[src/rtl/core/diff_drive_speed_conditioner_assert.svh]
`ifndef DIFF_DRIVE_SPEED_CONDITIONER_ASSERT_SVH
`define DIFF_DRIVE_SPEED_CONDITIONER_ASSERT_SVH

// same-cycle implication, quiet during reset
`define DDSC_ASSERT_NOW(label, ante, cons, msg) \
	label: assert property (@(posedge clk) disable iff (!arst_n) (ante) |-> (cons)) \
		else $error(msg);

// next-cycle implication, quiet during reset
`define DDSC_ASSERT_NEXT(label, ante, cons, msg) \
	label: assert property (@(posedge clk) disable iff (!arst_n) (ante) |=> (cons)) \
		else $error(msg);

`endif

[src/rtl/core/ddsc_pkg.sv]
package ddsc_pkg;

	localparam int VEL_W    = 13;
	localparam int OMEGA_W  = 14;
	localparam int TRACK_W  = 11;
	localparam int SBOUND_W = 13;
	localparam int UBOUND_W = 12;
	localparam int GAIN_W   = 16;
	localparam int CMD_W    = 13;

	// speeds are held at 1/2000 mm/s
	localparam int SPEED_W = 27;
	localparam int TURN_W  = 26;
	localparam int MAG_W   = 23;
	localparam int PROD_W  = 39;
	localparam int DEN_SH  = 17;
	localparam int QUOT_W  = PROD_W - DEN_SH;
	localparam int EST_W   = 35;
	localparam int RECIP_SH = 22;

	localparam logic signed [SPEED_W-1:0] SCALE_MM = 27'sd2000;
	localparam logic [PROD_W-1:0] HALF_DEN = 39'd65536000;
	localparam logic [12:0] RECIP_M = 13'd4194;
	localparam int DIVISOR = 1000;

	localparam int ADDR_W = 5;
	localparam int DATA_W = 32;

	typedef enum logic [2:0] {
		REG_TRACK,
		REG_DEAD_LOW,
		REG_DEAD_HIGH,
		REG_HYST_LOW,
		REG_HYST_HIGH,
		REG_LIMIT_LOW,
		REG_LIMIT_HIGH,
		REG_GAIN
	} reg_idx_t;

	localparam logic [TRACK_W-1:0]  RST_TRACK      = 11'd255;
	localparam logic [SBOUND_W-1:0] RST_DEAD_LOW   = 13'h1DDA;
	localparam logic [UBOUND_W-1:0] RST_DEAD_HIGH  = 12'd550;
	localparam logic [SBOUND_W-1:0] RST_HYST_LOW   = 13'h1C90;
	localparam logic [UBOUND_W-1:0] RST_HYST_HIGH  = 12'd880;
	localparam logic [SBOUND_W-1:0] RST_LIMIT_LOW  = 13'h1AD8;
	localparam logic [UBOUND_W-1:0] RST_LIMIT_HIGH = 12'd1320;
	localparam logic [GAIN_W-1:0]   RST_GAIN       = 16'd7266;

	typedef struct packed {
		logic [TRACK_W-1:0]  wheel_track_mm;
		logic [SBOUND_W-1:0] dead_low;
		logic [UBOUND_W-1:0] dead_high;
		logic [SBOUND_W-1:0] hyst_low;
		logic [UBOUND_W-1:0] hyst_high;
		logic [SBOUND_W-1:0] limit_low;
		logic [UBOUND_W-1:0] limit_high;
		logic [GAIN_W-1:0]   speed_gain;
	} cfg_t;

	typedef struct packed {
		logic load_in;
		logic mix;
		logic cond;
		logic kick_phase;
		logic load_out;
	} dp_cmd_t;

	typedef struct packed {
		logic kick_any;
	} dp_status_t;

	function automatic logic signed [SPEED_W-1:0] scale_mm(input logic signed [13:0] x);
		logic signed [SPEED_W-1:0] xe;
		xe = SPEED_W'(x);
		return xe * SCALE_MM;
	endfunction

endpackage

[src/rtl/core/ddsc_regs.sv]
module ddsc_regs (
	input  logic                          clk,
	input  logic                          arst_n,
	input  logic                          psel,
	input  logic                          penable,
	input  logic                          pwrite,
	input  logic [ddsc_pkg::ADDR_W-1:0]   paddr,
	input  logic [ddsc_pkg::DATA_W-1:0]   pwdata,
	output logic [ddsc_pkg::DATA_W-1:0]   prdata,
	output logic                          pready,
	output ddsc_pkg::cfg_t                cfg
);

	ddsc_pkg::cfg_t     cfg_q;
	ddsc_pkg::reg_idx_t idx;
	logic               wr_en;

	assign idx    = ddsc_pkg::reg_idx_t'(paddr[4:2]);
	assign wr_en  = psel && penable && pwrite;
	assign pready = 1'b1;
	assign cfg    = cfg_q;

	always_ff @(posedge clk or negedge arst_n) begin
		if (!arst_n) begin
			cfg_q.wheel_track_mm <= ddsc_pkg::RST_TRACK;
			cfg_q.dead_low       <= ddsc_pkg::RST_DEAD_LOW;
			cfg_q.dead_high      <= ddsc_pkg::RST_DEAD_HIGH;
			cfg_q.hyst_low       <= ddsc_pkg::RST_HYST_LOW;
			cfg_q.hyst_high      <= ddsc_pkg::RST_HYST_HIGH;
			cfg_q.limit_low      <= ddsc_pkg::RST_LIMIT_LOW;
			cfg_q.limit_high     <= ddsc_pkg::RST_LIMIT_HIGH;
			cfg_q.speed_gain     <= ddsc_pkg::RST_GAIN;
		end else if (wr_en) begin
			unique case (idx)
				ddsc_pkg::REG_TRACK:      cfg_q.wheel_track_mm <= pwdata[ddsc_pkg::TRACK_W-1:0];
				ddsc_pkg::REG_DEAD_LOW:   cfg_q.dead_low       <= pwdata[ddsc_pkg::SBOUND_W-1:0];
				ddsc_pkg::REG_DEAD_HIGH:  cfg_q.dead_high      <= pwdata[ddsc_pkg::UBOUND_W-1:0];
				ddsc_pkg::REG_HYST_LOW:   cfg_q.hyst_low       <= pwdata[ddsc_pkg::SBOUND_W-1:0];
				ddsc_pkg::REG_HYST_HIGH:  cfg_q.hyst_high      <= pwdata[ddsc_pkg::UBOUND_W-1:0];
				ddsc_pkg::REG_LIMIT_LOW:  cfg_q.limit_low      <= pwdata[ddsc_pkg::SBOUND_W-1:0];
				ddsc_pkg::REG_LIMIT_HIGH: cfg_q.limit_high     <= pwdata[ddsc_pkg::UBOUND_W-1:0];
				ddsc_pkg::REG_GAIN:       cfg_q.speed_gain     <= pwdata[ddsc_pkg::GAIN_W-1:0];
			endcase
		end
	end

	always_comb begin
		unique case (idx)
			ddsc_pkg::REG_TRACK:      prdata = ddsc_pkg::DATA_W'(cfg_q.wheel_track_mm);
			ddsc_pkg::REG_DEAD_LOW:   prdata = ddsc_pkg::DATA_W'(cfg_q.dead_low);
			ddsc_pkg::REG_DEAD_HIGH:  prdata = ddsc_pkg::DATA_W'(cfg_q.dead_high);
			ddsc_pkg::REG_HYST_LOW:   prdata = ddsc_pkg::DATA_W'(cfg_q.hyst_low);
			ddsc_pkg::REG_HYST_HIGH:  prdata = ddsc_pkg::DATA_W'(cfg_q.hyst_high);
			ddsc_pkg::REG_LIMIT_LOW:  prdata = ddsc_pkg::DATA_W'(cfg_q.limit_low);
			ddsc_pkg::REG_LIMIT_HIGH: prdata = ddsc_pkg::DATA_W'(cfg_q.limit_high);
			ddsc_pkg::REG_GAIN:       prdata = ddsc_pkg::DATA_W'(cfg_q.speed_gain);
		endcase
	end

endmodule

[src/rtl/core/ddsc_scale.sv]
module ddsc_scale (
	input  logic                                  clk,
	input  logic signed [ddsc_pkg::SPEED_W-1:0]   speed,
	input  logic signed [ddsc_pkg::SPEED_W-1:0]   limit_hi,
	input  logic signed [ddsc_pkg::SPEED_W-1:0]   limit_lo,
	input  logic [ddsc_pkg::GAIN_W-1:0]           gain,
	output logic signed [ddsc_pkg::CMD_W-1:0]     command
);

	logic signed [ddsc_pkg::SPEED_W-1:0] c_hi, c_lim;
	logic [ddsc_pkg::MAG_W-1:0]          mag;
	logic [ddsc_pkg::PROD_W-1:0]         prod;
	logic [ddsc_pkg::EST_W-1:0]          est;
	logic [ddsc_pkg::QUOT_W:0]           rem;
	logic [ddsc_pkg::CMD_W-1:0]          q;

	logic [ddsc_pkg::MAG_W-1:0]  mag_s1;
	logic                        neg_s1;
	logic [ddsc_pkg::QUOT_W-1:0] t_s2;
	logic                        neg_s2;
	logic [ddsc_pkg::QUOT_W-1:0] t_s3;
	logic [ddsc_pkg::CMD_W-1:0]  q0_s3;
	logic                        neg_s3;

	// clamp, low limit wins when limits cross
	always_comb begin
		c_hi  = (speed > limit_hi) ? limit_hi : speed;
		c_lim = (c_hi < limit_lo) ? limit_lo : c_hi;
		mag   = ddsc_pkg::MAG_W'(c_lim[ddsc_pkg::SPEED_W-1] ? -c_lim : c_lim);
	end

	// magnitude times gain plus half the divisor, divided by 2^17
	assign prod = ddsc_pkg::PROD_W'(mag_s1) * ddsc_pkg::PROD_W'(gain) + ddsc_pkg::HALF_DEN;

	// reciprocal estimate of t / 1000, low by at most one
	assign est = ddsc_pkg::EST_W'(t_s2) * ddsc_pkg::EST_W'(ddsc_pkg::RECIP_M);

	always_ff @(posedge clk) begin
		mag_s1 <= mag;
		neg_s1 <= c_lim[ddsc_pkg::SPEED_W-1];
		t_s2   <= prod[ddsc_pkg::PROD_W-1:ddsc_pkg::DEN_SH];
		neg_s2 <= neg_s1;
		t_s3   <= t_s2;
		q0_s3  <= est[ddsc_pkg::RECIP_SH +: ddsc_pkg::CMD_W];
		neg_s3 <= neg_s2;
	end

	always_comb begin
		rem = {1'b0, t_s3} - (ddsc_pkg::QUOT_W+1)'(q0_s3) * (ddsc_pkg::QUOT_W+1)'(ddsc_pkg::DIVISOR);
		q   = q0_s3 + ddsc_pkg::CMD_W'(rem >= (ddsc_pkg::QUOT_W+1)'(ddsc_pkg::DIVISOR));
		command = neg_s3 ? $signed(-q) : $signed(q);
	end

endmodule

[src/rtl/core/ddsc_datapath.sv]
module ddsc_datapath (
	input  logic                                  clk,
	input  logic                                  arst_n,
	input  ddsc_pkg::cfg_t                        cfg,
	input  ddsc_pkg::dp_cmd_t                     cmd,
	output ddsc_pkg::dp_status_t                  status,
	input  logic signed [ddsc_pkg::VEL_W-1:0]     linear_velocity,
	input  logic signed [ddsc_pkg::OMEGA_W-1:0]   angular_velocity,
	output logic signed [ddsc_pkg::CMD_W-1:0]     left_command,
	output logic signed [ddsc_pkg::CMD_W-1:0]     right_command,
	output logic                                  is_kick,
	output logic                                  last
);

	localparam int SW = ddsc_pkg::SPEED_W;

	logic signed [ddsc_pkg::VEL_W-1:0]   v_q;
	logic signed [ddsc_pkg::OMEGA_W-1:0] w_q;
	logic signed [ddsc_pkg::TURN_W-1:0]  turn_q;
	logic signed [SW-1:0]                base_q;
	logic                                spin_q;
	logic signed [SW-1:0]                left_q, right_q;
	logic                                kick_l_q, kick_r_q;
	logic                                left_zero_q, right_zero_q;
	logic signed [ddsc_pkg::CMD_W-1:0]   left_cmd_q, right_cmd_q;
	logic                                is_kick_q, last_q;

	logic signed [SW-1:0] dl, dh, hl, hh, lo, hi;
	logic signed [SW-1:0] left_raw, right_raw, left_c, right_c;
	logic signed [SW-1:0] left_sel, right_sel;
	logic                 dead_l, dead_r, kick_l, kick_r;
	logic signed [ddsc_pkg::CMD_W-1:0] l_cmd, r_cmd;

	always_comb begin
		dl = ddsc_pkg::scale_mm(14'($signed(cfg.dead_low)));
		dh = ddsc_pkg::scale_mm($signed({2'b00, cfg.dead_high}));
		hl = ddsc_pkg::scale_mm(14'($signed(cfg.hyst_low)));
		hh = ddsc_pkg::scale_mm($signed({2'b00, cfg.hyst_high}));
		lo = ddsc_pkg::scale_mm(14'($signed(cfg.limit_low)));
		hi = ddsc_pkg::scale_mm($signed({2'b00, cfg.limit_high}));
	end

	always_comb begin
		left_raw  = spin_q ? base_q : base_q - SW'(turn_q);
		right_raw = spin_q ? -base_q : base_q + SW'(turn_q);
		dead_l    = (dl < left_raw) && (left_raw < dh);
		dead_r    = (dl < right_raw) && (right_raw < dh);
		left_c    = dead_l ? '0 : left_raw;
		right_c   = dead_r ? '0 : right_raw;
		kick_l    = !dead_l && (hl < left_raw) && (left_raw < hh) && left_zero_q;
		kick_r    = !dead_r && (hl < right_raw) && (right_raw < hh) && right_zero_q;
	end

	// kicked wheel goes to the limit of its sign
	always_comb begin
		left_sel  = left_q;
		right_sel = right_q;
		if (cmd.kick_phase && kick_l_q) begin
			left_sel = (left_q > 0) ? hi : lo;
		end
		if (cmd.kick_phase && kick_r_q) begin
			right_sel = (right_q > 0) ? hi : lo;
		end
	end

	ddsc_scale u_scale_left (
		.clk      (clk),
		.speed    (left_sel),
		.limit_hi (hi),
		.limit_lo (lo),
		.gain     (cfg.speed_gain),
		.command  (l_cmd)
	);

	ddsc_scale u_scale_right (
		.clk      (clk),
		.speed    (right_sel),
		.limit_hi (hi),
		.limit_lo (lo),
		.gain     (cfg.speed_gain),
		.command  (r_cmd)
	);

	always_ff @(posedge clk) begin
		if (cmd.load_in) begin
			v_q <= linear_velocity;
			w_q <= angular_velocity;
		end
		if (cmd.mix) begin
			turn_q <= ddsc_pkg::TURN_W'(w_q) *
				ddsc_pkg::TURN_W'($signed({1'b0, cfg.wheel_track_mm}));
			base_q <= (v_q != 0) ? SW'(v_q) * ddsc_pkg::SCALE_MM
				: SW'(w_q) * ddsc_pkg::SCALE_MM;
			spin_q <= (v_q == 0);
		end
		if (cmd.cond) begin
			left_q   <= left_c;
			right_q  <= right_c;
			kick_l_q <= kick_l;
			kick_r_q <= kick_r;
		end
		if (cmd.load_out) begin
			left_cmd_q  <= l_cmd;
			right_cmd_q <= r_cmd;
			is_kick_q   <= cmd.kick_phase;
			last_q      <= !cmd.kick_phase;
		end
	end

	always_ff @(posedge clk or negedge arst_n) begin
		if (!arst_n) begin
			left_zero_q  <= 1'b1;
			right_zero_q <= 1'b1;
		end else if (cmd.cond) begin
			left_zero_q  <= (left_c == 0);
			right_zero_q <= (right_c == 0);
		end
	end

	assign status.kick_any = kick_l_q || kick_r_q;
	assign left_command    = left_cmd_q;
	assign right_command   = right_cmd_q;
	assign is_kick         = is_kick_q;
	assign last            = last_q;

endmodule

[src/rtl/core/ddsc_ctrl.sv]
`include "diff_drive_speed_conditioner_assert.svh"

module ddsc_ctrl (
	input  logic                 clk,
	input  logic                 arst_n,
	input  logic                 in_valid,
	output logic                 in_stall,
	output logic                 out_valid,
	input  logic                 out_stall,
	output ddsc_pkg::dp_cmd_t    cmd,
	input  ddsc_pkg::dp_status_t status
);

	typedef enum logic [3:0] {
		ST_IDLE,
		ST_MIX,
		ST_COND,
		ST_SEL,
		ST_ISSUE,
		ST_P1,
		ST_P2,
		ST_P3,
		ST_OUT
	} state_t;

	state_t state_q;
	logic   kick_phase_q;
	logic   valid_q;

	always_ff @(posedge clk or negedge arst_n) begin
		if (!arst_n) begin
			state_q      <= ST_IDLE;
			kick_phase_q <= 1'b0;
			valid_q      <= 1'b0;
		end else begin
			unique case (state_q)
				ST_IDLE: begin
					if (in_valid) begin
						state_q <= ST_MIX;
					end
				end
				ST_MIX:   state_q <= ST_COND;
				ST_COND:  state_q <= ST_SEL;
				ST_SEL: begin
					kick_phase_q <= status.kick_any;
					state_q      <= ST_ISSUE;
				end
				ST_ISSUE: state_q <= ST_P1;
				ST_P1:    state_q <= ST_P2;
				ST_P2:    state_q <= ST_P3;
				ST_P3: begin
					valid_q <= 1'b1;
					state_q <= ST_OUT;
				end
				ST_OUT: begin
					if (!out_stall) begin
						valid_q <= 1'b0;
						if (kick_phase_q) begin
							kick_phase_q <= 1'b0;
							state_q      <= ST_ISSUE;
						end else begin
							state_q <= ST_IDLE;
						end
					end
				end
			endcase
		end
	end

	// scaler output settles in the last pipeline state and loads on entering the output state
	always_comb begin
		cmd.load_in    = (state_q == ST_IDLE) && in_valid;
		cmd.mix        = (state_q == ST_MIX);
		cmd.cond       = (state_q == ST_COND);
		cmd.kick_phase = kick_phase_q;
		cmd.load_out   = (state_q == ST_P3);
	end

	assign in_stall  = (state_q != ST_IDLE);
	assign out_valid = valid_q;

	`DDSC_ASSERT_NOW(a_busy_while_result, valid_q, in_stall, "input taken while a result is pending")
	`DDSC_ASSERT_NEXT(a_kick_then_normal, valid_q && !out_stall && kick_phase_q, (state_q == ST_ISSUE) && !kick_phase_q, "normal result does not follow kick")
	`DDSC_ASSERT_NOW(a_valid_after_scale, $rose(valid_q), $past(state_q) == ST_P3, "result raised without scaler pass")

endmodule

[src/rtl/core/diff_drive_speed_conditioner.sv]
// Differential-drive wheel speed conditioner. Each input transaction carries a linear velocity
// (mm/s) and a turn rate (mrad/s); the block mixes them into left and right wheel speeds, zeroes
// speeds inside the dead zone, clamps them to the limits and scales them by the gain with
// rounding half away from zero. When a wheel that was stopped lands inside the start-kick zone,
// a kick transaction (is_kick high, last low) with that wheel at its limit comes out before the
// normal one (last high). One input is handled at a time: after acceptance the block runs
// the mix, condition and select steps, then the scaler pipeline (gain multiply, reciprocal
// multiply, correction) once per result, and takes no new input until the last result has
// left the output. Configuration registers are written through the APB port at byte address
// 4*index; the user must write them only while the block is idle, which the block itself
// does not enforce.
module diff_drive_speed_conditioner (
	input  logic                                  clk,
	input  logic                                  arst_n,
	input  logic                                  psel,
	input  logic                                  penable,
	input  logic                                  pwrite,
	input  logic [ddsc_pkg::ADDR_W-1:0]           paddr,
	input  logic [ddsc_pkg::DATA_W-1:0]           pwdata,
	output logic [ddsc_pkg::DATA_W-1:0]           prdata,
	output logic                                  pready,
	input  logic                                  in_valid,
	output logic                                  in_stall,
	input  logic signed [ddsc_pkg::VEL_W-1:0]     linear_velocity,
	input  logic signed [ddsc_pkg::OMEGA_W-1:0]   angular_velocity,
	output logic                                  out_valid,
	input  logic                                  out_stall,
	output logic signed [ddsc_pkg::CMD_W-1:0]     left_command,
	output logic signed [ddsc_pkg::CMD_W-1:0]     right_command,
	output logic                                  is_kick,
	output logic                                  last
);

	ddsc_pkg::cfg_t       cfg;
	ddsc_pkg::dp_cmd_t    cmd;
	ddsc_pkg::dp_status_t status;

	ddsc_regs u_regs (
		.clk     (clk),
		.arst_n  (arst_n),
		.psel    (psel),
		.penable (penable),
		.pwrite  (pwrite),
		.paddr   (paddr),
		.pwdata  (pwdata),
		.prdata  (prdata),
		.pready  (pready),
		.cfg     (cfg)
	);

	ddsc_datapath u_datapath (
		.clk              (clk),
		.arst_n           (arst_n),
		.cfg              (cfg),
		.cmd              (cmd),
		.status           (status),
		.linear_velocity  (linear_velocity),
		.angular_velocity (angular_velocity),
		.left_command     (left_command),
		.right_command    (right_command),
		.is_kick          (is_kick),
		.last             (last)
	);

	ddsc_ctrl u_ctrl (
		.clk       (clk),
		.arst_n    (arst_n),
		.in_valid  (in_valid),
		.in_stall  (in_stall),
		.out_valid (out_valid),
		.out_stall (out_stall),
		.cmd       (cmd),
		.status    (status)
	);

endmodule
[config.mk]
export PLATFORM = sky130hd
export DESIGN_NAME = diff_drive_speed_conditioner
export DESIGN_NICKNAME = d
export VERILOG_FILES = /design/src/rtl/core/ddsc_pkg.sv /design/src/rtl/core/ddsc_regs.sv /design/src/rtl/core/ddsc_scale.sv /design/src/rtl/core/ddsc_datapath.sv /design/src/rtl/core/ddsc_ctrl.sv /design/src/rtl/core/diff_drive_speed_conditioner.sv
export VERILOG_INCLUDE_DIRS = /design/src /design/src/rtl/core
export SDC_FILE = /design/constraint.sdc
export NUM_CORES = 2
export LEC_CHECK = 0
export BUFFER_PORTS_ARGS = -buffer_cell sky130_fd_sc_hd__buf_4
export CAP_MARGIN = 20
export CORE_MARGIN = 8
export CORE_UTILIZATION = 65
export CTS_CLUSTER_SIZE = 14
export DETAILED_ROUTE_END_ITERATION = 10
export HOLD_SLACK_MARGIN = 0.15
export PLACE_DENSITY = 0.82
export SYNTH_ARGS = -nofsm -noshare
export SYNTH_HDL_FRONTEND = slang
export SYNTH_SLANG_ARGS = --single-unit
[constraint.sdc]
create_clock -name clk -period 32.8 [get_ports clk]
set_input_delay 0 -clock clk [delete_from_list [all_inputs] [get_ports clk]]
set_output_delay 0 -clock clk [all_outputs]
set_load 0.01 [all_outputs]
=== Word-level counts from Yosys, hierarchy flattened ===
Index checks and enable logic that the tools add are counted.

* Flip-flop bits (word level): 441
* Input port bits: 71
* Output and inout bits: 63
* Logic and storage cells: 163

* Add/sub/neg operators: 13
* Multipliers: 15
* $lt $le $gt $ge: 16
* Equality and inequality tests: 17
* Muxes and demuxes: 25
* Reductions and logical operators: 37

{| class="wikitable"
|+ Operators with widths
! operator !! count
|-
| two-way mux 27 bit || 13
|-
| less-than comparator 27 bit || 10
|-
| case mux 32 bit (8 select lines) || 1
|-
| logical NOT 32 bit || 3
|-
| multiplier 13 x 8 -> 21 bit, second input constant || 4
|-
| adder 39 x 26 -> 39 bit, second input constant || 2
|-
| multiplier 23 x 16 -> 39 bit || 2
|-
| multiplier 22 x 12 -> 34 bit, second input constant || 2
|-
| multiplier 12 x 7 -> 19 bit, second input constant || 3
|-
| > comparator 27 x 1 -> 1 bit, second input constant || 2
|-
| > comparator 27 bit || 2
|-
| >= comparator 23 x 10 -> 1 bit, second input constant || 2
|-
| two-way mux 23 bit || 2
|-
| negation 23 bit || 2
|-
| subtractor 22 x 23 -> 23 bit || 2
|-
| multiplier 13 x 7 -> 20 bit, second input constant || 2
|-
| case mux 4 bit (9 select lines) || 1
|-
| nonzero test 32 bit || 1
|-
| adder 27 x 26 -> 27 bit || 1
|-
| negation 27 bit || 1
|-
| subtractor 27 x 26 -> 27 bit || 1
|-
| adder 13 x 1 -> 13 bit || 2
|-
| multiplier 14 x 12 -> 26 bit || 1
|-
| two-way mux 13 bit || 2
|-
| 22 further kinds || 59
|}

=== Longest topological paths before layout ===
* Word-level depth: 9
* Gate-level depth with buffers: 54
* Mapped depth without buffers: 48

=== Modules after synthesis ===
Synthesis repeated with hierarchy kept, for this count alone.

* Cells, all modules: 9196
* Area total of the unflattened synthesis: 86066.3 µm²

{| class="wikitable"
|+ Modules (own cells, without submodules)
! module !! instances !! cells each !! area each (µm²) !! sequential area each (µm²)
|-
| ddsc_datapath || 1 || 3805 || 36801.5 || 4857.2
|-
| ddsc_scale (u_datapath.u_scale_right) || 1 || 2499 || 22004.9 || 1601.5
|-
| ddsc_scale (u_datapath.u_scale_left) || 1 || 2495 || 21989.8 || 1601.5
|-
| ddsc_regs || 1 || 360 || 4931.0 || 2612.5
|-
| ddsc_ctrl || 1 || 37 || 339.1 || 150.1
|}

=== Worst setup path after synthesis ===
OpenSTA, ideal clock, no wires.

* Path type: reg2reg
* Start point: register u_regs.cfg_q (netlist bit u_regs.cfg[17])
* End point: register u_datapath.u_scale_right.mag_s1[22] in the netlist's numbering
* Library setup time: 120 ps
* Arrival: 10816 ps
* Data required time: 32680 ps
* Slack: 21864 ps
* Cell stages (with the launch flop): 49
* Path buffers: 6
* Clock period less this slack: 10936 ps
* Cell sequence: dfrtp_1 -> inv_1 -> fa_1 -> fa_1 -> fa_1 -> fa_1 -> inv_1 -> ha_1 -> a21oi_1 -> nor4b_1 -> a22oi_1 -> a41oi_1 -> a21oi_1 -> o41ai_1 -> nor2_1 -> mux2_2 -> o21ai_0 -> ha_1 -> [13 not listed] -> a21o_1 -> a21o_1 -> a21o_1 -> a21o_1 -> a41oi_1 -> xnor2_1 -> nand2_1 -> nor3_4 -> buf_2 -> nor2_1 -> and2_1 -> inv_1 -> ha_1 -> clkbuf_1 -> o211ai_1 -> o31ai_1 -> a21oi_1 -> xnor2_1

* Longest elaborated chain between the ends: 9

{| class="wikitable"
|+ Ends and longest elaborated chain
! what !! line !! text
|-
| from (decl) || ddsc_regs.sv:14 || <nowiki>ddsc_pkg::cfg_t cfg_q;</nowiki>
|-
| multiplier 12 x 7 -> 19 bit * || ddsc_pkg.sv:75 || <nowiki>return xe * SCALE_MM;</nowiki>
|-
| two-way mux 27 bit || ddsc_datapath.sv:62 || <nowiki>right_sel = (right_q > 0) ? hi : lo;</nowiki>
|-
| two-way mux 27 bit || ddsc_datapath.sv:61 || <nowiki>if (cmd.kick_phase && kick_r_q) begin</nowiki>
|-
| > comparator 27 bit || ddsc_scale.sv:27 || <nowiki>c_hi = (speed > limit_hi) ? limit_hi : speed;</nowiki>
|-
| two-way mux 27 bit * || ddsc_scale.sv:27 ||
|-
| less-than comparator 27 bit || ddsc_scale.sv:28 || <nowiki>c_lim = (c_hi < limit_lo) ? limit_lo : c_hi;</nowiki>
|-
| two-way mux 27 bit * || ddsc_scale.sv:28 ||
|-
| via u_datapath.u_scale_right.c_lim (one bit) || ddsc_scale.sv:10 || <nowiki>logic signed [ddsc_pkg::SPEED_W-1:0] c_hi, c_lim;</nowiki>
|-
| negation 23 bit * || ddsc_scale.sv:29 || <nowiki>mag = ddsc_pkg::MAG_W'(c_lim[ddsc_pkg::SPEED_W-1] ? -c_lim : c_lim);</nowiki>
|-
| two-way mux 23 bit * || ddsc_scale.sv:29 ||
|-
| via u_datapath.u_scale_right.mag (one bit) || ddsc_scale.sv:11 || <nowiki>logic [ddsc_pkg::MAG_W-1:0] mag;</nowiki>
|-
| to (signal assigned) || ddsc_scale.sv:39 || <nowiki>mag_s1 <= mag;</nowiki>
|-
| to (decl) || ddsc_scale.sv:17 || <nowiki>logic [ddsc_pkg::MAG_W-1:0] mag_s1;</nowiki>
|}

The timed path passes the listed nets; every way through them passes the cells marked *.
A chain may end at the register's enable or synchronous reset.

=== Worst setup path in the final report ===
* Start point: register u_regs.cfg_q (netlist bit u_regs.cfg[33])
* End point: register u_datapath.u_scale_right.mag_s1[22] in the netlist's numbering

* Longest elaborated chain between the ends: 9

{| class="wikitable"
|+ Ends and longest elaborated chain
! what !! line
|-
| multiplier 13 x 8 -> 21 bit * || ddsc_pkg.sv:75
|-
| two-way mux 27 bit || ddsc_datapath.sv:62
|-
| two-way mux 27 bit || ddsc_datapath.sv:61
|-
| > comparator 27 bit || ddsc_scale.sv:27
|-
| two-way mux 27 bit || ddsc_scale.sv:27
|-
| less-than comparator 27 bit || ddsc_scale.sv:28
|-
| two-way mux 27 bit * || ddsc_scale.sv:28
|-
| via u_datapath.u_scale_right.c_lim (one bit) || ddsc_scale.sv:10
|-
| negation 23 bit * || ddsc_scale.sv:29
|-
| two-way mux 23 bit * || ddsc_scale.sv:29
|-
| via u_datapath.u_scale_right.mag (one bit) || ddsc_scale.sv:11
|}

Marked as above.

==> impl_metrics.ini <==
[layout]
final_nets = 11800
stdcell_area_um2 = 89300
synthToLayoutAreaGrowth_pct = 6.55
final_util_pct = 69.9
drive_gt1_share_pct = 5.29
instances_no_fill = 10800

[synthesis]
synth-edff-count = 160
syn_avg_cell_area_um2 = 9.30
synth.area.top_cells = fa_1 (29%), ha_1 (21%), inv_1 (7.4%), edfxtp_1 (5.7%), nand2_1 (4.1%)
synth_cells = 9011
synth_flop_cell = edfxtp_1
syn_area_um2 = 83800
yosysSeqAreaShare_pct = 12.9
yosysTopAreaCell = fa_1
netlist.area_leader.share_pct = 29.4
async_flop_share_pct = 25.6
ys_seq_elements = 430
yosysUniqueCellTypes = 96
yosys_warnings = 0

[die]
top_level_ports = 134
dieArea_um2 = 141000
start_util_pct = 65.6
rows = 131
die_h_um = 375
die_w_um = 375
coreArea_um2 = 128000

[sta]
rsz0062_at_grt = false
worst_pin_slew_ns = 1.10
min_period_over_period_pct = 39.1
min_period_ns = 12.81
hold_violations = 0
max-slew-margin-rel_pct = 26.1
fin_skew_ns = 0.0637
finalMaxSlewViolations = 0
setup_viol = 0
clock.fmax_mhz = 78.1
fin_tns_setup_ns = 0

[clock_tree]
clkSinkCount = 430
tritoncts.num_buffers = 56
cts_root_buf = clkbuf_16
postCtsResizedCells = 0
cts_tree = done
clk_pin_slew_ns = 0.07
clockBufferDepth = 3
clock_latency_ns = 0.71
cts.htree.levels = 2

[route]
num_vias = 65100
ant_nets = 0
dr.pass1.iters = 9
viasPerCell = 6.02
wire_per_inst_um = 21.0
drcViolationCount = 0
routed_wl_mm = 227
drtIter0Drc = 5133

[worst_setup_path]
cpMostUsedCell = inv_1
rr_startpoint = u_regs.cfg[33]
cp-start-kind = flip-flop
critPathMaxFanout = 44
end_kind = flip-flop
criticalPathCategory = reg2reg
cp_slowest_stage_delay_ns = 0.79
slowest_stage = o31ai_1
crit_start = u_regs.cfg[33]
required_ns = 33.34
critPathArrivalTime_ns = 13.35

[placed_design]
hpwlAfterDp_mm = 177
numPortBuffers = 98
gp_congestion = 0.999
dp_cells = 10600
place_area_um2 = 86200

[grt]
grt_pass1_wl_mm = 368
grt_max_degree = 68
grt_remaining_overflow = 0
grt_pass1_vias = 69900
track_usage_pct = 32.5
grt_antenna_before_repair = 4

[hold_path]
hp-class = in2reg
hold_start = paddr[3]

[status]
status = complete, no violations

[run]
maxCapViolCount = 0
-- critical path, delay by kind of cell, from the launching register on --
| kind | cells | cell delay, ns |
|---|---|---|
| AOI/OAI and AO/OA | 20 | 5.72 |
| adders and majority gates | 8 | 3.32 |
| buffers and inverters | 8 | 1.33 |
| and+or+nand+nor | 6 | 1.03 |
| DFF | 1 | 0.61 |
| xor gates and xnor gates | 3 | 0.46 |
| muxes | 1 | 0.10 |
-- state kept, by name, indices dropped and copies added (netlist names), 22 cells and up --
register / count
u_datapath.u_scale_left.t_s2: 22
u_datapath.u_scale_left.mag_s1: 23
u_datapath.right_q: 27
u_datapath.u_scale_right.mag_s1: 23
u_regs.cfg: 102
u_datapath.turn_q: 26
u_datapath.u_scale_right.t_s2: 22
u_datapath.left_q: 27
u_datapath.base_q: 22
-- cell families (layout without fill, tap and decap cells) --
| family | after synthesis | after routing | share of synthesized area, % |
|---|---|---|---|
| adder cells (fa/ha/maj) | 2607 | 2607 | 50.0 |
| AND/OR/NAND/NOR | 2297 | 2297 | 13.1 |
| buffers and inverters | 1931 | 2052 | 8.77 |
| AO/OA/AOI/OAI | 1203 | 1203 | 9.12 |
| flip-flops | 430 | 430 | 12.9 |
| XOR/XNOR | 388 | 388 | 4.07 |
| multiplexers | 153 | 153 | 2.05 |
| other | 2 | 21 | 0.00897 |
-- timing repair --
| item | 4_1_cts | 5_1_grt |
|---|---|---|
| setup buffers | 0 | 0 |
| endpoints found under the hold margin | 241 | 0 |
| hold buffers | 106 | 0 |
-- metal layers --
layer  wire (um)  part of all wire [%]  GRT usage, %  vias to the layer above
met4       14500                   6.4          17.6                        4
li1            -                     -             -                    29400
met5          27                 0.012             0                        -
met3       18300                   8.0          6.03                      785
met1       85300                    38          39.2                    32200
met2      109000                    48          55.0                     2627
-- placed cells by master, fill, tap and decap left out, drive strengths merged, types with 14 or more instances in the layout --
cell	instances
ha	1377
a211oi	49
buf	186
and2	369
mux2	83
dfstp	50
dlygate4sd3	105
a31oi	52
a21boi	27
o31ai	32
o211ai	26
or2	23
xnor2	245
a21oi	316
nor4	34
nand4	57
mux2i	64
fa	1230
a21o	119
nand2	905
nand3	111
o21a	57
inv	1670
clkbuf	70
o21bai	34
o2111ai	14
conb	17
xor2	142
o21ai	318
nor2	398
nand2b	58
or3	30
nor3	118
dfxtp	160
and3	59
or4	15
edfxtp	160
dfrtp	60
nor2b	73
-- per-stage QoR --
step                      hold slack (ns)  setup slack, ns
after floorplan                    -0.296            21.86
after global placement             0.0427            20.55
after detailed placement           0.0536            20.45
after CTS                           0.154            20.37
after global routing                0.172            19.47
final                               0.158            19.99
-- area by class of cell --
cell class                 count  area [um^2]
antenna                        4         10.0
clock buffer                  69         1580
clock inverter                36          378
fill                        9257        38400
inverter                    1655         6210
multi-input combinational   6665        65700
sequential                   430        10800
tap                         1662         2080
timing repair buffer         292         2470
-- cell usage after synthesis, types with 58 or more instances --
cell type	instances
a21oi_1	316
fa_1	1230
edfxtp_1	160
nand3_1	111
o21ai_0	311
ha_1	1377
nor2b_1	73
dfrtp_1	60
nand2b_1	58
xnor2_1	245
a21o_1	119
and3_1	59
clkbuf_1	225
dfxtp_1	160
mux2i_1	63
xor2_1	142
mux2_2	83
and2_1	369
nor3_1	115
nand2_1	905
nor2_1	398
inv_1	1652
-- worst paths after layout --
| check | endpoint | slack, ns | cells after the start |
|---|---|---|---|
| max | u_datapath.u_scale_right.mag_s1[22] | 19.99 | 46 |
| max in group asynchronous | u_regs.cfg[7] | 31.11 | 4 |
| min in group asynchronous | u_regs.cfg[88] | 0.63 | 3 |
| min reg2reg | u_datapath.u_scale_left.neg_s3 | 0.36 | 0 |
| max reg2reg | u_datapath.u_scale_right.mag_s1[22] | 19.99 | 46 |
| min | u_regs.cfg[48] | 0.16 | 3 |
Power is not shown: default switching activity piles up to over one toggle a cycle in this logic, so the estimate is an artifact.
